<file path="src/rtl/dqpi_pkg.sv">
// Package for the dq current PI controller: register indexes and fixed widths.
// No dependencies; used by dq_current_pi_controller.
package dqpi_pkg;

  // Fixed widths of the register fields
  localparam int GAIN_W    = 16;
  localparam int LIM_W     = 15;
  localparam int CFG_IDX_W = 3;

  // Fixed-point shifts: Q8.8 proportional gain, Q0.16 integral gain
  localparam int PROP_SHIFT = 8;
  localparam int INT_SHIFT  = 16;

  // Register indexes
  localparam logic [CFG_IDX_W-1:0] REG_D_PROP_GAIN = 3'd0;
  localparam logic [CFG_IDX_W-1:0] REG_Q_PROP_GAIN = 3'd1;
  localparam logic [CFG_IDX_W-1:0] REG_D_INT_GAIN  = 3'd2;
  localparam logic [CFG_IDX_W-1:0] REG_Q_INT_GAIN  = 3'd3;
  localparam logic [CFG_IDX_W-1:0] REG_D_INT_LIMIT = 3'd4;
  localparam logic [CFG_IDX_W-1:0] REG_Q_INT_LIMIT = 3'd5;
  localparam logic [CFG_IDX_W-1:0] REG_D_OUT_LIMIT = 3'd6;
  localparam logic [CFG_IDX_W-1:0] REG_Q_OUT_LIMIT = 3'd7;

  // Reset values
  localparam logic [GAIN_W-1:0] PROP_GAIN_RST = 16'd256;
  localparam logic [GAIN_W-1:0] INT_GAIN_RST  = 16'd0;
  localparam logic [LIM_W-1:0]  LIMIT_RST     = 15'h7FFF;

endpackage

</file>
<file path="src/rtl/dq_current_pi_controller.sv">
// Each request is processed in 6 steps per axis before its result is valid; a new request
// is taken only in idle, after the last step. The shared multiplier, adder and clamp are
// stepped through error, proportional, increment, sum, voltage and limit for d then q.
// A full output register stalls only the final step. Config writes are always accepted.
// Reset (rst_ni low, async): gains and limits to defaults, integrators to zero, idle.
module dq_current_pi_controller
  import dqpi_pkg::*;
#(
  parameter int DATA_WIDTH = 16
) (
  input  logic                         clk_i,
  input  logic                         rst_ni,
  // configuration write channel
  input  logic                         cfg_valid_i,
  output logic                         cfg_ready_o,
  input  logic [CFG_IDX_W-1:0]         cfg_index_i,
  input  logic [GAIN_W-1:0]            cfg_data_i,
  // request channel
  input  logic                         in_valid_i,
  output logic                         in_ready_o,
  input  logic signed [DATA_WIDTH-1:0] d_request_i,
  input  logic signed [DATA_WIDTH-1:0] q_request_i,
  input  logic signed [DATA_WIDTH-1:0] d_measured_i,
  input  logic signed [DATA_WIDTH-1:0] q_measured_i,
  // result channel
  output logic                         out_valid_o,
  input  logic                         out_ready_i,
  output logic signed [DATA_WIDTH-1:0] d_voltage_o,
  output logic signed [DATA_WIDTH-1:0] q_voltage_o
);

  localparam int D  = DATA_WIDTH;
  localparam int PW = D + GAIN_W + 2;                   // product width
  localparam int CW = ((D > LIM_W) ? D : LIM_W) + 1;    // clamp compare width

  localparam logic signed [D-1:0] SAT_MAX = {1'b0, {(D-1){1'b1}}};
  localparam logic signed [D-1:0] SAT_MIN = {1'b1, {(D-1){1'b0}}};

  // Sequencer codes
  localparam logic [2:0] ST_IDLE = 3'd0;
  localparam logic [2:0] ST_ERR  = 3'd1;
  localparam logic [2:0] ST_PROP = 3'd2;
  localparam logic [2:0] ST_INC  = 3'd3;
  localparam logic [2:0] ST_SUM  = 3'd4;
  localparam logic [2:0] ST_VOLT = 3'd5;
  localparam logic [2:0] ST_LIM  = 3'd6;

  // Saturate a wide signed value to the D-bit range
  function automatic logic signed [D-1:0] sat_d(input logic signed [PW-1:0] v);
    logic [PW-D:0] top;
    top = v[PW-1:D-1];
    if ((&top) || (~|top)) begin
      sat_d = v[D-1:0];
    end else if (v[PW-1]) begin
      sat_d = SAT_MIN;
    end else begin
      sat_d = SAT_MAX;
    end
  endfunction

  // Symmetric clamp to +/- lim
  function automatic logic signed [D-1:0] clamp_sym(input logic signed [D-1:0] v,
                                                   input logic [LIM_W-1:0] lim);
    logic signed [CW-1:0] vx;
    logic signed [CW-1:0] lx;
    logic signed [CW-1:0] nx;
    vx = {{(CW-D){v[D-1]}}, v};
    lx = {{(CW-LIM_W){1'b0}}, lim};
    nx = -lx;
    if (vx > lx) begin
      clamp_sym = lx[D-1:0];
    end else if (vx < nx) begin
      clamp_sym = nx[D-1:0];
    end else begin
      clamp_sym = v;
    end
  endfunction

  // Configuration registers
  logic [GAIN_W-1:0] d_pg_q, q_pg_q, d_ig_q, q_ig_q;
  logic [LIM_W-1:0]  d_il_q, q_il_q, d_ol_q, q_ol_q;

  // Control and datapath registers
  logic [2:0]            state_q;
  logic                  axis_q;      // 0: d axis, 1: q axis
  logic signed [D-1:0]   d_req_q, q_req_q, d_meas_q, q_meas_q;
  logic signed [D:0]     acc_q;
  logic signed [D-1:0]   prop_q, sum_q;
  logic signed [D-1:0]   d_int_q, q_int_q;
  logic signed [D-1:0]   vd_q;
  logic                  out_valid_q;
  logic signed [D-1:0]   d_volt_q, q_volt_q;

  // Per-axis operand selection
  logic signed [D-1:0]   req_sel, meas_sel, int_sel;
  logic [GAIN_W-1:0]     pg_sel, ig_sel;
  logic [LIM_W-1:0]      il_sel, ol_sel;

  // Shared units
  logic signed [D:0]     mul_a;
  logic [GAIN_W-1:0]     mul_b;
  logic signed [PW-1:0]  mul_p, prop_sh, inc_sh;
  logic signed [D:0]     add_a, add_b;
  logic signed [D+1:0]   add_ax, add_bx;
  logic                  add_sub;
  logic signed [D+1:0]   add_s;
  logic signed [PW-1:0]  add_x;
  logic signed [D-1:0]   add_sat;
  logic signed [D-1:0]   clamp_in, clamp_res;
  logic [LIM_W-1:0]      clamp_lim;

  logic in_fire, out_fire, out_free, out_load;

  assign cfg_ready_o = 1'b1;
  assign in_ready_o  = (state_q == ST_IDLE);
  assign in_fire     = in_valid_i & in_ready_o;
  assign out_fire    = out_valid_q & out_ready_i;
  assign out_free    = ~out_valid_q | out_ready_i;
  assign out_load    = (state_q == ST_LIM) & axis_q & out_free;

  assign out_valid_o = out_valid_q;
  assign d_voltage_o = d_volt_q;
  assign q_voltage_o = q_volt_q;

  // Axis multiplexers
  assign req_sel  = axis_q ? q_req_q  : d_req_q;
  assign meas_sel = axis_q ? q_meas_q : d_meas_q;
  assign int_sel  = axis_q ? q_int_q  : d_int_q;
  assign pg_sel   = axis_q ? q_pg_q   : d_pg_q;
  assign ig_sel   = axis_q ? q_ig_q   : d_ig_q;
  assign il_sel   = axis_q ? q_il_q   : d_il_q;
  assign ol_sel   = axis_q ? q_ol_q   : d_ol_q;

  // Shared multiplier: error * Kp, then prop * Ki
  always_comb begin
    if (state_q == ST_INC) begin
      mul_a = {prop_q[D-1], prop_q};
      mul_b = ig_sel;
    end else begin
      mul_a = acc_q;
      mul_b = pg_sel;
    end
  end
  assign mul_p   = $signed({{(PW-D-1){mul_a[D]}}, mul_a}) *
                   $signed({{(PW-GAIN_W){1'b0}}, mul_b});
  assign prop_sh = mul_p >>> PROP_SHIFT;
  assign inc_sh  = mul_p >>> INT_SHIFT;

  // Shared adder: error, integrator sum, voltage sum
  always_comb begin
    add_sub = 1'b0;
    case (state_q)
      ST_ERR: begin
        add_a   = {req_sel[D-1], req_sel};
        add_b   = {meas_sel[D-1], meas_sel};
        add_sub = 1'b1;
      end
      ST_SUM: begin
        add_a = {int_sel[D-1], int_sel};
        add_b = acc_q;
      end
      default: begin
        add_a = {prop_q[D-1], prop_q};
        add_b = {sum_q[D-1], sum_q};
      end
    endcase
  end
  assign add_ax  = {add_a[D], add_a};
  assign add_bx  = {add_b[D], add_b};
  assign add_s   = add_sub ? (add_ax - add_bx) : (add_ax + add_bx);
  assign add_x   = {{(PW-D-2){add_s[D+1]}}, add_s};
  assign add_sat = sat_d(add_x);

  // Shared clamp: integrator limit, then output limit
  assign clamp_in  = (state_q == ST_VOLT) ? sum_q : acc_q[D-1:0];
  assign clamp_lim = (state_q == ST_VOLT) ? il_sel : ol_sel;
  assign clamp_res = clamp_sym(clamp_in, clamp_lim);

  // Configuration registers
  always_ff @(posedge clk_i or negedge rst_ni) begin
    if (!rst_ni) begin
      d_pg_q <= PROP_GAIN_RST;
      q_pg_q <= PROP_GAIN_RST;
      d_ig_q <= INT_GAIN_RST;
      q_ig_q <= INT_GAIN_RST;
      d_il_q <= LIMIT_RST;
      q_il_q <= LIMIT_RST;
      d_ol_q <= LIMIT_RST;
      q_ol_q <= LIMIT_RST;
    end else if (cfg_valid_i && cfg_ready_o) begin
      case (cfg_index_i)
        REG_D_PROP_GAIN: d_pg_q <= cfg_data_i;
        REG_Q_PROP_GAIN: q_pg_q <= cfg_data_i;
        REG_D_INT_GAIN:  d_ig_q <= cfg_data_i;
        REG_Q_INT_GAIN:  q_ig_q <= cfg_data_i;
        REG_D_INT_LIMIT: d_il_q <= cfg_data_i[LIM_W-1:0];
        REG_Q_INT_LIMIT: q_il_q <= cfg_data_i[LIM_W-1:0];
        REG_D_OUT_LIMIT: d_ol_q <= cfg_data_i[LIM_W-1:0];
        REG_Q_OUT_LIMIT: q_ol_q <= cfg_data_i[LIM_W-1:0];
        default: ;
      endcase
    end
  end

  // Request capture (payload, no reset)
  always_ff @(posedge clk_i) begin
    if (in_fire) begin
      d_req_q  <= d_request_i;
      q_req_q  <= q_request_i;
      d_meas_q <= d_measured_i;
      q_meas_q <= q_measured_i;
    end
  end

  // Datapath working registers
  always_ff @(posedge clk_i) begin
    case (state_q)
      ST_ERR:  acc_q  <= add_s[D:0];
      ST_PROP: prop_q <= sat_d(prop_sh);
      ST_INC:  acc_q  <= inc_sh[D:0];
      ST_SUM:  sum_q  <= add_sat;
      ST_VOLT: acc_q  <= {add_sat[D-1], add_sat};
      ST_LIM: begin
        if (!axis_q) begin
          vd_q <= clamp_res;
        end
      end
      default: ;
    endcase
  end

  // Sequencer, integrators and output register
  always_ff @(posedge clk_i or negedge rst_ni) begin
    if (!rst_ni) begin
      state_q     <= ST_IDLE;
      axis_q      <= 1'b0;
      d_int_q     <= '0;
      q_int_q     <= '0;
      out_valid_q <= 1'b0;
      d_volt_q    <= '0;
      q_volt_q    <= '0;
    end else begin
      // Output valid: set on a finished pair, else cleared once taken
      if (out_load) begin
        out_valid_q <= 1'b1;
      end else if (out_fire) begin
        out_valid_q <= 1'b0;
      end
      case (state_q)
        ST_IDLE: begin
          if (in_fire) begin
            state_q <= ST_ERR;
            axis_q  <= 1'b0;
          end
        end
        ST_ERR:  state_q <= ST_PROP;
        ST_PROP: state_q <= ST_INC;
        ST_INC:  state_q <= ST_SUM;
        ST_SUM:  state_q <= ST_VOLT;
        ST_VOLT: begin
          if (axis_q) begin
            q_int_q <= clamp_res;
          end else begin
            d_int_q <= clamp_res;
          end
          state_q <= ST_LIM;
        end
        ST_LIM: begin
          if (!axis_q) begin
            axis_q  <= 1'b1;
            state_q <= ST_ERR;
          end else if (out_free) begin
            d_volt_q <= vd_q;
            q_volt_q <= clamp_res;
            state_q  <= ST_IDLE;
          end
        end
        default: state_q <= ST_IDLE;
      endcase
    end
  end

endmodule

</file>
<file path="config.mk">
export PLATFORM = sky130hd
export DESIGN_NAME = dq_current_pi_controller
export DESIGN_NICKNAME = d
export VERILOG_FILES = /design/src/rtl/dqpi_pkg.sv /design/src/rtl/dq_current_pi_controller.sv
export SDC_FILE = /design/constraint.sdc
export NUM_CORES = 1
export LEC_CHECK = 0
export BUFFER_PORTS_ARGS = -buffer_cell sky130_fd_sc_hd__buf_4
export CORE_MARGIN = 3
export CORE_UTILIZATION = 50
export DETAILED_ROUTE_END_ITERATION = 6
export GPL_TIMING_DRIVEN = 0
export HOLD_SLACK_MARGIN = 0.15
export PLACE_DENSITY_LB_ADDON = 0.2
export SYNTH_ARGS = -nofsm -noshare
export SYNTH_HDL_FRONTEND = slang
export SYNTH_SLANG_ARGS = --single-unit
</file>
<file path="constraint.sdc">
create_clock -name clk_i -period 9 [get_ports clk_i]
set_input_delay 0.9 -clock clk_i [delete_from_list [all_inputs] [get_ports clk_i]]
set_output_delay 0.9 -clock clk_i [all_outputs]
set_load 0.05 [all_outputs]
</file>
==> impl_metrics.csv, run 1 <==
group,metric,value,unit
drt,drc,0,
floorplan,fp.dieArea,58400,µm²
global_routing,grt_max_degree,102,
synthesis,yosysUniqueCellTypes,89,
status,status,"finished, final reports clean",
clock_network,clk_latency,0.55,ns
synthesis,synth_nets,3232,
setup_path,critical_path.max_stage_delay,0.52,ns
run,cap_violations,0,
global_routing,gr-total-overflow,0,
synthesis,synth_area_per_cell,10.2,µm²
clock_network,path_clk_slew,0.07,ns
setup_path,arrival,9.08,ns
synthesis,synth.largest_area_cell,"fa_1",
clock_network,cts-root-buf,"clkbuf_16",
setup_path,path_common_cell,"fa_1",
timing,post-route-period-util,0.980,
drt,drtPass1Iterations,5,
clock_network,cts_buffers,34,
timing,finalSetupTns,0,ns
synthesis,ys.flop_type,"dfrtp_1",
synthesis,yosysSeqAreaShare,0.316,
placement,numPortBuffers,117,
timing,fin_skew,0.0203,ns
drt,ant_nets,0,
clock_network,tritoncts,"built",
floorplan,die_y,242,µm
global_routing,grt_pass1_vias,21500,
setup_path,path_class,"register to register",
layout,drive_gt1_frac,0.208,
global_routing,antenna_found_initial,0,
floorplan,ios,123,
synthesis,ys_ff_latch,322,
placement,routabilityCongestion,0.964,
timing,hold_violations,0,
drt,drt_wl_total,82400,µm
timing,tightest_slew,1.28,ns
setup_path,required,9.27,ns
placement,dp_hpwl,65400,µm
synthesis,syn_inst,2731,
synthesis,synth_top_area_frac,0.200,
floorplan,dieWidth,242,µm
clock_network,cts_buffer_depth,3,
global_routing,grtUsageTotal,0.282,
layout,area_growth_syn_to_layout,13.9,%
layout,diodes,0,
setup_path,critical_path.slowest_cell,"fa_1",
drt,drtIter0Drc,2003,
timing,period_needed,8.82,ns
setup_path,end_kind,"register",
floorplan,start_util,0.511,
drt,vias_per_cell,5.77,
synthesis,yosysWarnings,0,
synthesis,synth_area_leaders,"fa_1, edfxtp_1, dfrtp_1",
clock_network,cts.htree.levels,2,
timing,final-max-slew-violation-count,0,
timing,max_freq,113,MHz
drt,vias,21200,
setup_path,startpoint_type,"register",
drt,wire_per_inst,22.4,µm
clock_network,cts_sinks,322,
setup_path,crit_fanout,10,
clock_network,holdBufCountCts,0,
min_path,hold_path_class,"primary input to async pin",
timing,worst_slew_margin_rel,0.143,
global_routing,grt_pass1_wl,127000,µm
synthesis,synth_edf_count,129,
layout,final_nets,3415,
floorplan,rows,85,
synthesis,synth_area,27800,µm²
synthesis,postSynth.asyncResetShare,0.599,
floorplan,core,54300,µm²
timing,final-setup-viol-count,0,
## path summary, 6_finish.rpt
path / end / startpoint / slack [ns] / cells after the start
setup / recovery: prop_q[12] / state_q[0] / 0.18 / 33
hold / removal: q_ig_q[4] / rst_ni / 0.43 / 1
setup reg to reg: prop_q[12] / state_q[0] / 0.18 / 33
hold reg to reg: d_voltage_o[12] / vd_q[12] / 0.48 / 1
max in group asynchronous: q_int_q[14] / rst_ni / 7.69 / 2
min in group clk_i: d_voltage_o[12] / vd_q[12] / 0.48 / 1
## routing by layer
metal  wire length, µm  up-vias  track usage
met3              6020      146       0.0436
li1                  -     9482            -
met4              2670        0       0.0824
met5                 0        -            0
met2             38300      829        0.453
met1             35300    10800        0.399
## sequential cells by signal (all words and copies together) (netlist names), 16 cells and up
signal,count
acc_q,17
d_req_q,16
d_pg_q,16
vd_q,16
q_ig_q,16
q_meas_q,16
q_req_q,16
q_int_q,16
d_voltage_o,16
sum_q,16
d_ig_q,16
q_pg_q,16
d_meas_q,16
q_voltage_o,16
prop_q,16
d_int_q,16
## synth_stat cells (10+ instances only)
cell / instances
buf_2: 17
dfrtp_1: 131
xor2_1: 28
inv_1: 404
dfstp_2: 62
and3_1: 15
buf_1: 12
edfxtp_1: 129
nand4_1: 12
a31oi_1: 13
clkbuf_1: 92
nor2_1: 146
a21o_1: 20
mux4_2: 26
mux2_2: 157
a211oi_1: 10
mux2i_1: 58
nand2_1: 350
o21ai_1: 22
nand2b_1: 25
nor3_1: 25
ha_1: 135
o22a_1: 11
o21ai_0: 113
nand3_1: 25
a21oi_1: 96
and2_1: 54
o21a_1: 15
xnor2_1: 47
fa_1: 278
nor2b_1: 15
o22ai_1: 37
## critical path: cells and delay by family, from the launching register on
kind / cells / cell delay (ns)
xor+xnor: 1 / 0.30
buf+inv: 12 / 1.91
compound gates: 6 / 1.50
simple gates: 7 / 1.04
fa+ha+maj: 7 / 3.38
flops: 1 / 0.39
## kinds of logic (layout without fill, tap and decap cells)
group           count (synthesis)  count (layout)  share of synthesized area
fa+ha+maj                     413             413                      0.261
flops                         322             322                      0.316
mux                           241             241                      0.106
buf+inv                       537             745                     0.0752
xor+xnor                       75              75                     0.0237
other cells                     1               1                   0.000135
compound gates                433             433                      0.102
simple gates                  709             709                      0.116
## through the flow
stage	instances	util	setup slack (ns)	hold WS, ns	area, µm²
finish	3678	0.582	0.183	0.425	31600
global route	3678	0.582	-0.0603	0.453	31600
CTS	3662	0.576	0.0309	0.411	31300
detailed placement	3592	0.546	-2.51	0.466	29700
global placement	3587	0.544	-2.41	0.456	29600
floorplan	2731	-	0.0434	0.444	27800
## layout make-up
type                       count  area (µm²)
multi-input combinational   1872       17300
clock buffer                  53         993
fill                        4619       22700
inverter                     405        1530
sequential                   322        8780
timing repair buffer         155        1210
buffer                       124         764
tap                          739         925
clock inverter                 8         113
## repair_timing
action	4_1_cts	5_1_grt
cloned	0	1
pin swaps	6	8
setup endpoints to repair	33	15
resized for setup	128	67
setup buffers	14	18
## cell usage in the layout (no fill, tap or decap), drive strengths merged, types with 5 or more instances in the layout
| cell | n |
|---|---|
| nand3b | 5 |
| dfrtp | 131 |
| mux2i | 58 |
| or2 | 8 |
| a21oi | 97 |
| a21o | 20 |
| and3 | 15 |
| nand2b | 25 |
| nand2 | 350 |
| o21ai | 135 |
| dfstp | 62 |
| o22a | 11 |
| o21a | 15 |
| a221oi | 9 |
| nor2b | 15 |
| and2 | 54 |
| fa | 278 |
| nand3 | 25 |
| xnor2 | 47 |
| nor3b | 6 |
| a31oi | 13 |
| mux4 | 26 |
| mux2 | 157 |
| a22o | 6 |
| xor2 | 28 |
| o211ai | 7 |
| ha | 135 |
| o221ai | 5 |
| a22oi | 8 |
| clkbuf | 132 |
| nor3 | 27 |
| buf | 200 |
| o311ai | 14 |
| o22ai | 37 |
| inv | 404 |
| o2111ai | 5 |
| edfxtp | 129 |
| nor2 | 148 |
| a211oi | 10 |
| nand4 | 12 |
Power of run 1 is left out: the tool's default activity adds up to more than one toggle a clock period on the data nets, which glitch-free logic cannot reach.
==> run 2: changes to the inputs <==
--- a/config.mk
+++ b/config.mk
@@ -6,7 +6,6 @@
 export NUM_CORES = 1
 export LEC_CHECK = 0
 export BUFFER_PORTS_ARGS = -buffer_cell sky130_fd_sc_hd__buf_4
-export CORE_MARGIN = 3
 export CORE_UTILIZATION = 50
 export DETAILED_ROUTE_END_ITERATION = 6
 export GPL_TIMING_DRIVEN = 0
==> impl_metrics.csv, run 2 (same netlist as run 1, synthesis figures left out) <==
group,metric,value,unit
placement,numPortBuffers,117,
global_routing,gr-total-overflow,0,
global_routing,grt_pass1_wl,126000,µm
setup_path,critical_path.max_stage_delay,0.52,ns
clock_network,cts_buffers,34,
layout,drive_gt1_frac,0.210,
placement,dp_hpwl,66300,µm
drt,wire_per_inst,22.5,µm
clock_network,cts.htree.levels,2,
timing,timing.final.ws_setup,0.216,ns
setup_path,end_kind,"register",
clock_network,cts_buffer_depth,3,
drt,drtPass1Iterations,6,
status,status,"finished, final reports clean",
placement,routabilityCongestion,0.992,
setup_path,worstRegToRegCells,32,
layout,area_growth_syn_to_layout,14.6,%
setup_path,crit_fanout,19,
setup_path,arrival,9.14,ns
floorplan,rows,86,
drt,drc,0,
setup_path,startpoint_type,"register",
setup_path,crit_start,"state_q[0]",
global_routing,grt_pass1_vias,21100,
layout,regMostFlops,"acc_q",
setup_path,r2r_slack,0.22,ns
timing,max_freq,114,MHz
layout,diodes,0,
floorplan,dieWidth,238,µm
setup_path,endpoint,"prop_q[3]",
drt,ant_nets,0,
floorplan,die_y,238,µm
placement,pre_cts_ws,-2.86,ns
setup_path,required,9.36,ns
layout,final_common_cell,"inv_1",
run,cap_violations,0,
clock_network,cts_sinks,322,
global_routing,grtUsageTotal,0.298,
layout,final_cell_area,31800,µm²
clock_network,cts-root-buf,"clkbuf_16",
floorplan,fp.dieArea,56500,µm²
timing,hold_violations,0,
layout,layout_common_cells,"inv_1, nand2_1, fa_1",
drt,vias_per_cell,5.72,
floorplan,start_util,0.505,
setup_path,r2r-end,"prop_q[3]",
floorplan,core,55000,µm²
floorplan,ios,123,
setup_path,r2r_start,"state_q[0]",
timing,post-route-period-util,0.976,
timing,fin_skew,0.0179,ns
drt,vias,21100,
setup_path,path_class,"register to register",
timing,tightest_slew,1.25,ns
drt,drtIter0Drc,1854,
setup_path,path_common_cell,"fa_1",
timing,final-max-slew-violation-count,0,
setup_path,critical_path.slowest_cell,"fa_1",
layout,regArea,8780,µm²
layout,final_nets,3424,
timing,final-setup-viol-count,0,
placement,place_area,29700,µm²
drt,drt_wl_total,83000,µm
clock_network,tritoncts,"built",
timing,worst_slew_margin_rel,0.168,
layout,largest_reg_flops,17,
global_routing,antenna_found_initial,0,
layout,fillers,4681,
global_routing,grt_max_degree,113,
layout,multi_input_area,17300,µm²
clock_network,clk_latency,0.54,ns
timing,period_needed,8.78,ns
clock_network,path_clk_slew,0.07,ns
min_path,hold_path_class,"primary input to async pin",
[run 2: changes by cell type in the layout (fill, tap and decap cells not counted), moves of 3 or more]
cell	change
ha_1	+3
buf_4	+6
clkinv_1	+4
clkbuf_2	-4
clkbuf_1	-9
clkbuf_8	-5
clkinv_2	+3
clkbuf_4	+3
ha_2	-4
buf_12	+3
clkinvlp_4	+4
[run 2: area by class of cell]
cell class                      instances  share of cell area
Timing Repair Buffer                  166              0.0417
Sequential cell                       322               0.276
Tap cell                              748              0.0294
Clock buffer                           39              0.0276
Multi-Input combinational cell       1872               0.545
Inverter                              405              0.0484
Buffer                                122              0.0244
Clock inverter                         22             0.00759
[run 2: worst min-delay path by stage]
| stage | start | to | slack [ns] | depth (start not counted) |
|---|---|---|---|---|
| after floorplan | q_int_q[10] | q_int_q[10] | 0.44 | 2 |
| after global placement | vd_q[1] | d_voltage_o[1] | 0.46 | 1 |
| after detailed placement | vd_q[1] | d_voltage_o[1] | 0.47 | 1 |
| after CTS | rst_ni | q_ig_q[3] | 0.36 | 1 |
| after global routing | rst_ni | q_pg_q[3] | 0.38 | 1 |
| final | rst_ni | q_pg_q[3] | 0.35 | 1 |
[run 2: per-layer routing]
metal	GRT usage	share of wire	vias to the layer above
met4	0.0643	0.027	0
li1	-	-	9486
met2	0.452	0.44	826
met5	0	0	-
met3	0.0668	0.087	115
met1	0.436	0.44	10700
[run 2: critical path, delay by kind of cell, from the launching register on]
| family | cells | cell delay, ns |
|---|---|---|
| compound gates | 7 | 1.49 |
| xor+xnor | 1 | 0.18 |
| fa+ha+maj | 7 | 3.30 |
| buf+inv | 12 | 1.79 |
| flops | 1 | 0.37 |
| mux | 1 | 0.46 |
| simple gates | 4 | 0.98 |
[run 2: per-stage QoR]
| step | hold WS, ns | utilization | setup TNS, ns | instances |
|---|---|---|---|---|
| after floorplan | 0.444 | - | 0 | 2731 |
| after global placement | 0.460 | 0.538 | -60.39 | 3596 |
| after detailed placement | 0.466 | 0.540 | -63.71 | 3601 |
| after CTS | 0.363 | 0.571 | -0.0134 | 3676 |
| after global routing | 0.378 | 0.579 | -0.223 | 3696 |
| final | 0.349 | 0.579 | 0 | 3696 |
[run 2: repair_timing]
item / 4_1_cts / 5_1_grt
resized for setup: 133 / 71
setup buffers: 17 / 26
setup endpoints to repair: 33 / 15
pin swaps: 6 / 11
hold buffers: 0 / 0
gates cloned: 1 / 0
Power of run 2 is left out for the same reason.
==> run 3: changes to the inputs <==
--- a/config.mk
+++ b/config.mk
@@ -6,7 +6,7 @@
 export NUM_CORES = 1
 export LEC_CHECK = 0
 export BUFFER_PORTS_ARGS = -buffer_cell sky130_fd_sc_hd__buf_4
-export CORE_UTILIZATION = 50
+export CORE_UTILIZATION = 53
 export DETAILED_ROUTE_END_ITERATION = 6
 export GPL_TIMING_DRIVEN = 0
 export HOLD_SLACK_MARGIN = 0.15
==> impl_metrics.csv, run 3 (same netlist as run 1, synthesis figures left out) <==
group,metric,value,unit
setup_path,critical_path.max_stage_delay,0.59,ns
drt,wire_per_inst,22.8,µm
timing,timing.final.ws_setup,0.168,ns
global_routing,grt_max_degree,122,
timing,tightest_slew,1.35,ns
setup_path,required,9.34,ns
placement,pre_cts_ws,-3.01,ns
timing,worst_slew_margin_rel,0.0949,
timing,period_needed,8.83,ns
drt,vias_per_cell,5.91,
timing,final-max-slew-violation-count,0,
setup_path,path_common_cell,"fa_1",
clock_network,path_clk_slew,0.07,ns
placement,routabilityCongestion,0.999,
clock_network,cts_buffers,34,
clock_network,clk_latency,0.53,ns
setup_path,arrival,9.17,ns
drt,ant_nets,0,
drt,drt_wl_total,82700,µm
setup_path,worstRegToRegCells,32,
layout,final_common_cell,"inv_1",
setup_path,r2r_slack,0.17,ns
setup_path,path_class,"register to register",
layout,largest_reg_flops,17,
setup_path,critical_path.slowest_cell,"fa_1",
clock_network,cts_sinks,322,
clock_network,cts-root-buf,"clkbuf_16",
timing,final-setup-viol-count,0,
global_routing,grtUsageTotal,0.315,
layout,drive_gt1_frac,0.208,
setup_path,r2r_start,"state_q[0]",
clock_network,cts_buffer_depth,3,
global_routing,gr-total-overflow,0,
clock_network,tritoncts,"built",
layout,area_growth_syn_to_layout,13.8,%
global_routing,grt_pass1_vias,21400,
layout,final_nets,3415,
drt,drc,0,
setup_path,end_kind,"register",
global_routing,antenna_found_initial,0,
floorplan,start_util,0.539,
layout,final_util,0.614,
timing,post-route-period-util,0.981,
floorplan,fp.dieArea,53300,µm²
timing,max_freq,113,MHz
setup_path,r2r-end,"prop_q[1]",
status,status,"finished, final reports clean",
layout,fillers,4358,
layout,diodes,0,
placement,numPortBuffers,117,
floorplan,dieWidth,231,µm
floorplan,rows,83,
clock_network,holdBufCountCts,0,
drt,drtPass1Iterations,6,
floorplan,ios,123,
floorplan,die_y,231,µm
layout,layout_common_cells,"inv_1, nand2_1, fa_1",
timing,fin_skew,0.0192,ns
drt,drtIter0Drc,2093,
layout,regMostFlops,"acc_q",
placement,dp_hpwl,65700,µm
setup_path,startpoint_type,"register",
timing,hold_violations,0,
clock_network,cts.htree.levels,2,
global_routing,grt_pass1_wl,127000,µm
min_path,hold_path_class,"primary input to async pin",
drt,vias,21400,
run,cap_violations,0,
floorplan,core,51500,µm²
setup_path,crit_fanout,10,
[run 3: worst max-delay path, delay by kind of cell (launching register included)]
family	cells	cell delay [ns]
compound gates	6	1.48
xor+xnor	1	0.18
fa+ha+maj	7	3.42
buf+inv	12	1.67
flops	1	0.37
mux	1	0.45
simple gates	5	1.06
[run 3: per-stage QoR]
step / hold WS [ns] / instances / setup TNS [ns] / instance area (µm²)
2_1_floorplan: 0.444 / 2731 / 0 / 27800
3_3_place_gp: 0.457 / 3528 / -62.88 / 29500
3_5_place_dp: 0.464 / 3533 / -70.31 / 29600
4_1_cts: 0.359 / 3598 / 0 / 31200
5_1_grt: 0.387 / 3618 / -0.120 / 31600
6_report: 0.349 / 3618 / 0 / 31600
[run 3: what timing repair did]
action / CTS / global route
setup buffers: 9 / 23
setup endpoints to repair: 33 / 16
pin swaps: 4 / 7
gates resized for setup: 134 / 69
[run 3: per-layer routing]
layer	global-route usage	vias to the layer above	routed length [µm]
met5	0	-	0
met4	0.0909	0	2440
met3	0.0457	140	6200
met2	0.496	881	38500
met1	0.455	10900	35600
li1	-	9464	-
[run 3: worst max-delay path by stage]
| stage | startpoint | endpoint | slack (ns) |
|---|---|---|---|
| 4_1_cts | state_q[0] | prop_q[6] | 0.009 |
| 3_3_place_gp | axis_q | prop_q[6] | -2.74 |
| 2_1_floorplan | axis_q | prop_q[10] | 0.04 |
| 5_1_grt | state_q[2] | prop_q[1] | -0.03 |
| 3_5_place_dp | axis_q | prop_q[6] | -3.01 |
| 6_report | state_q[0] | prop_q[1] | 0.17 |
[run 3: final cells by class]
cell class | instances | area [µm²] | share of cell area
multi-input combinational | 1872 | 17300 | 0.548
timing repair buffer | 154 | 1190 | 0.0378
clock buffer | 49 | 1000 | 0.0316
inverter | 405 | 1530 | 0.0483
buffer | 125 | 796 | 0.0252
tap | 680 | 851 | 0.0269
sequential | 322 | 8780 | 0.278
clock inverter | 11 | 141 | 0.00447
Power of run 3 is left out for the same reason.
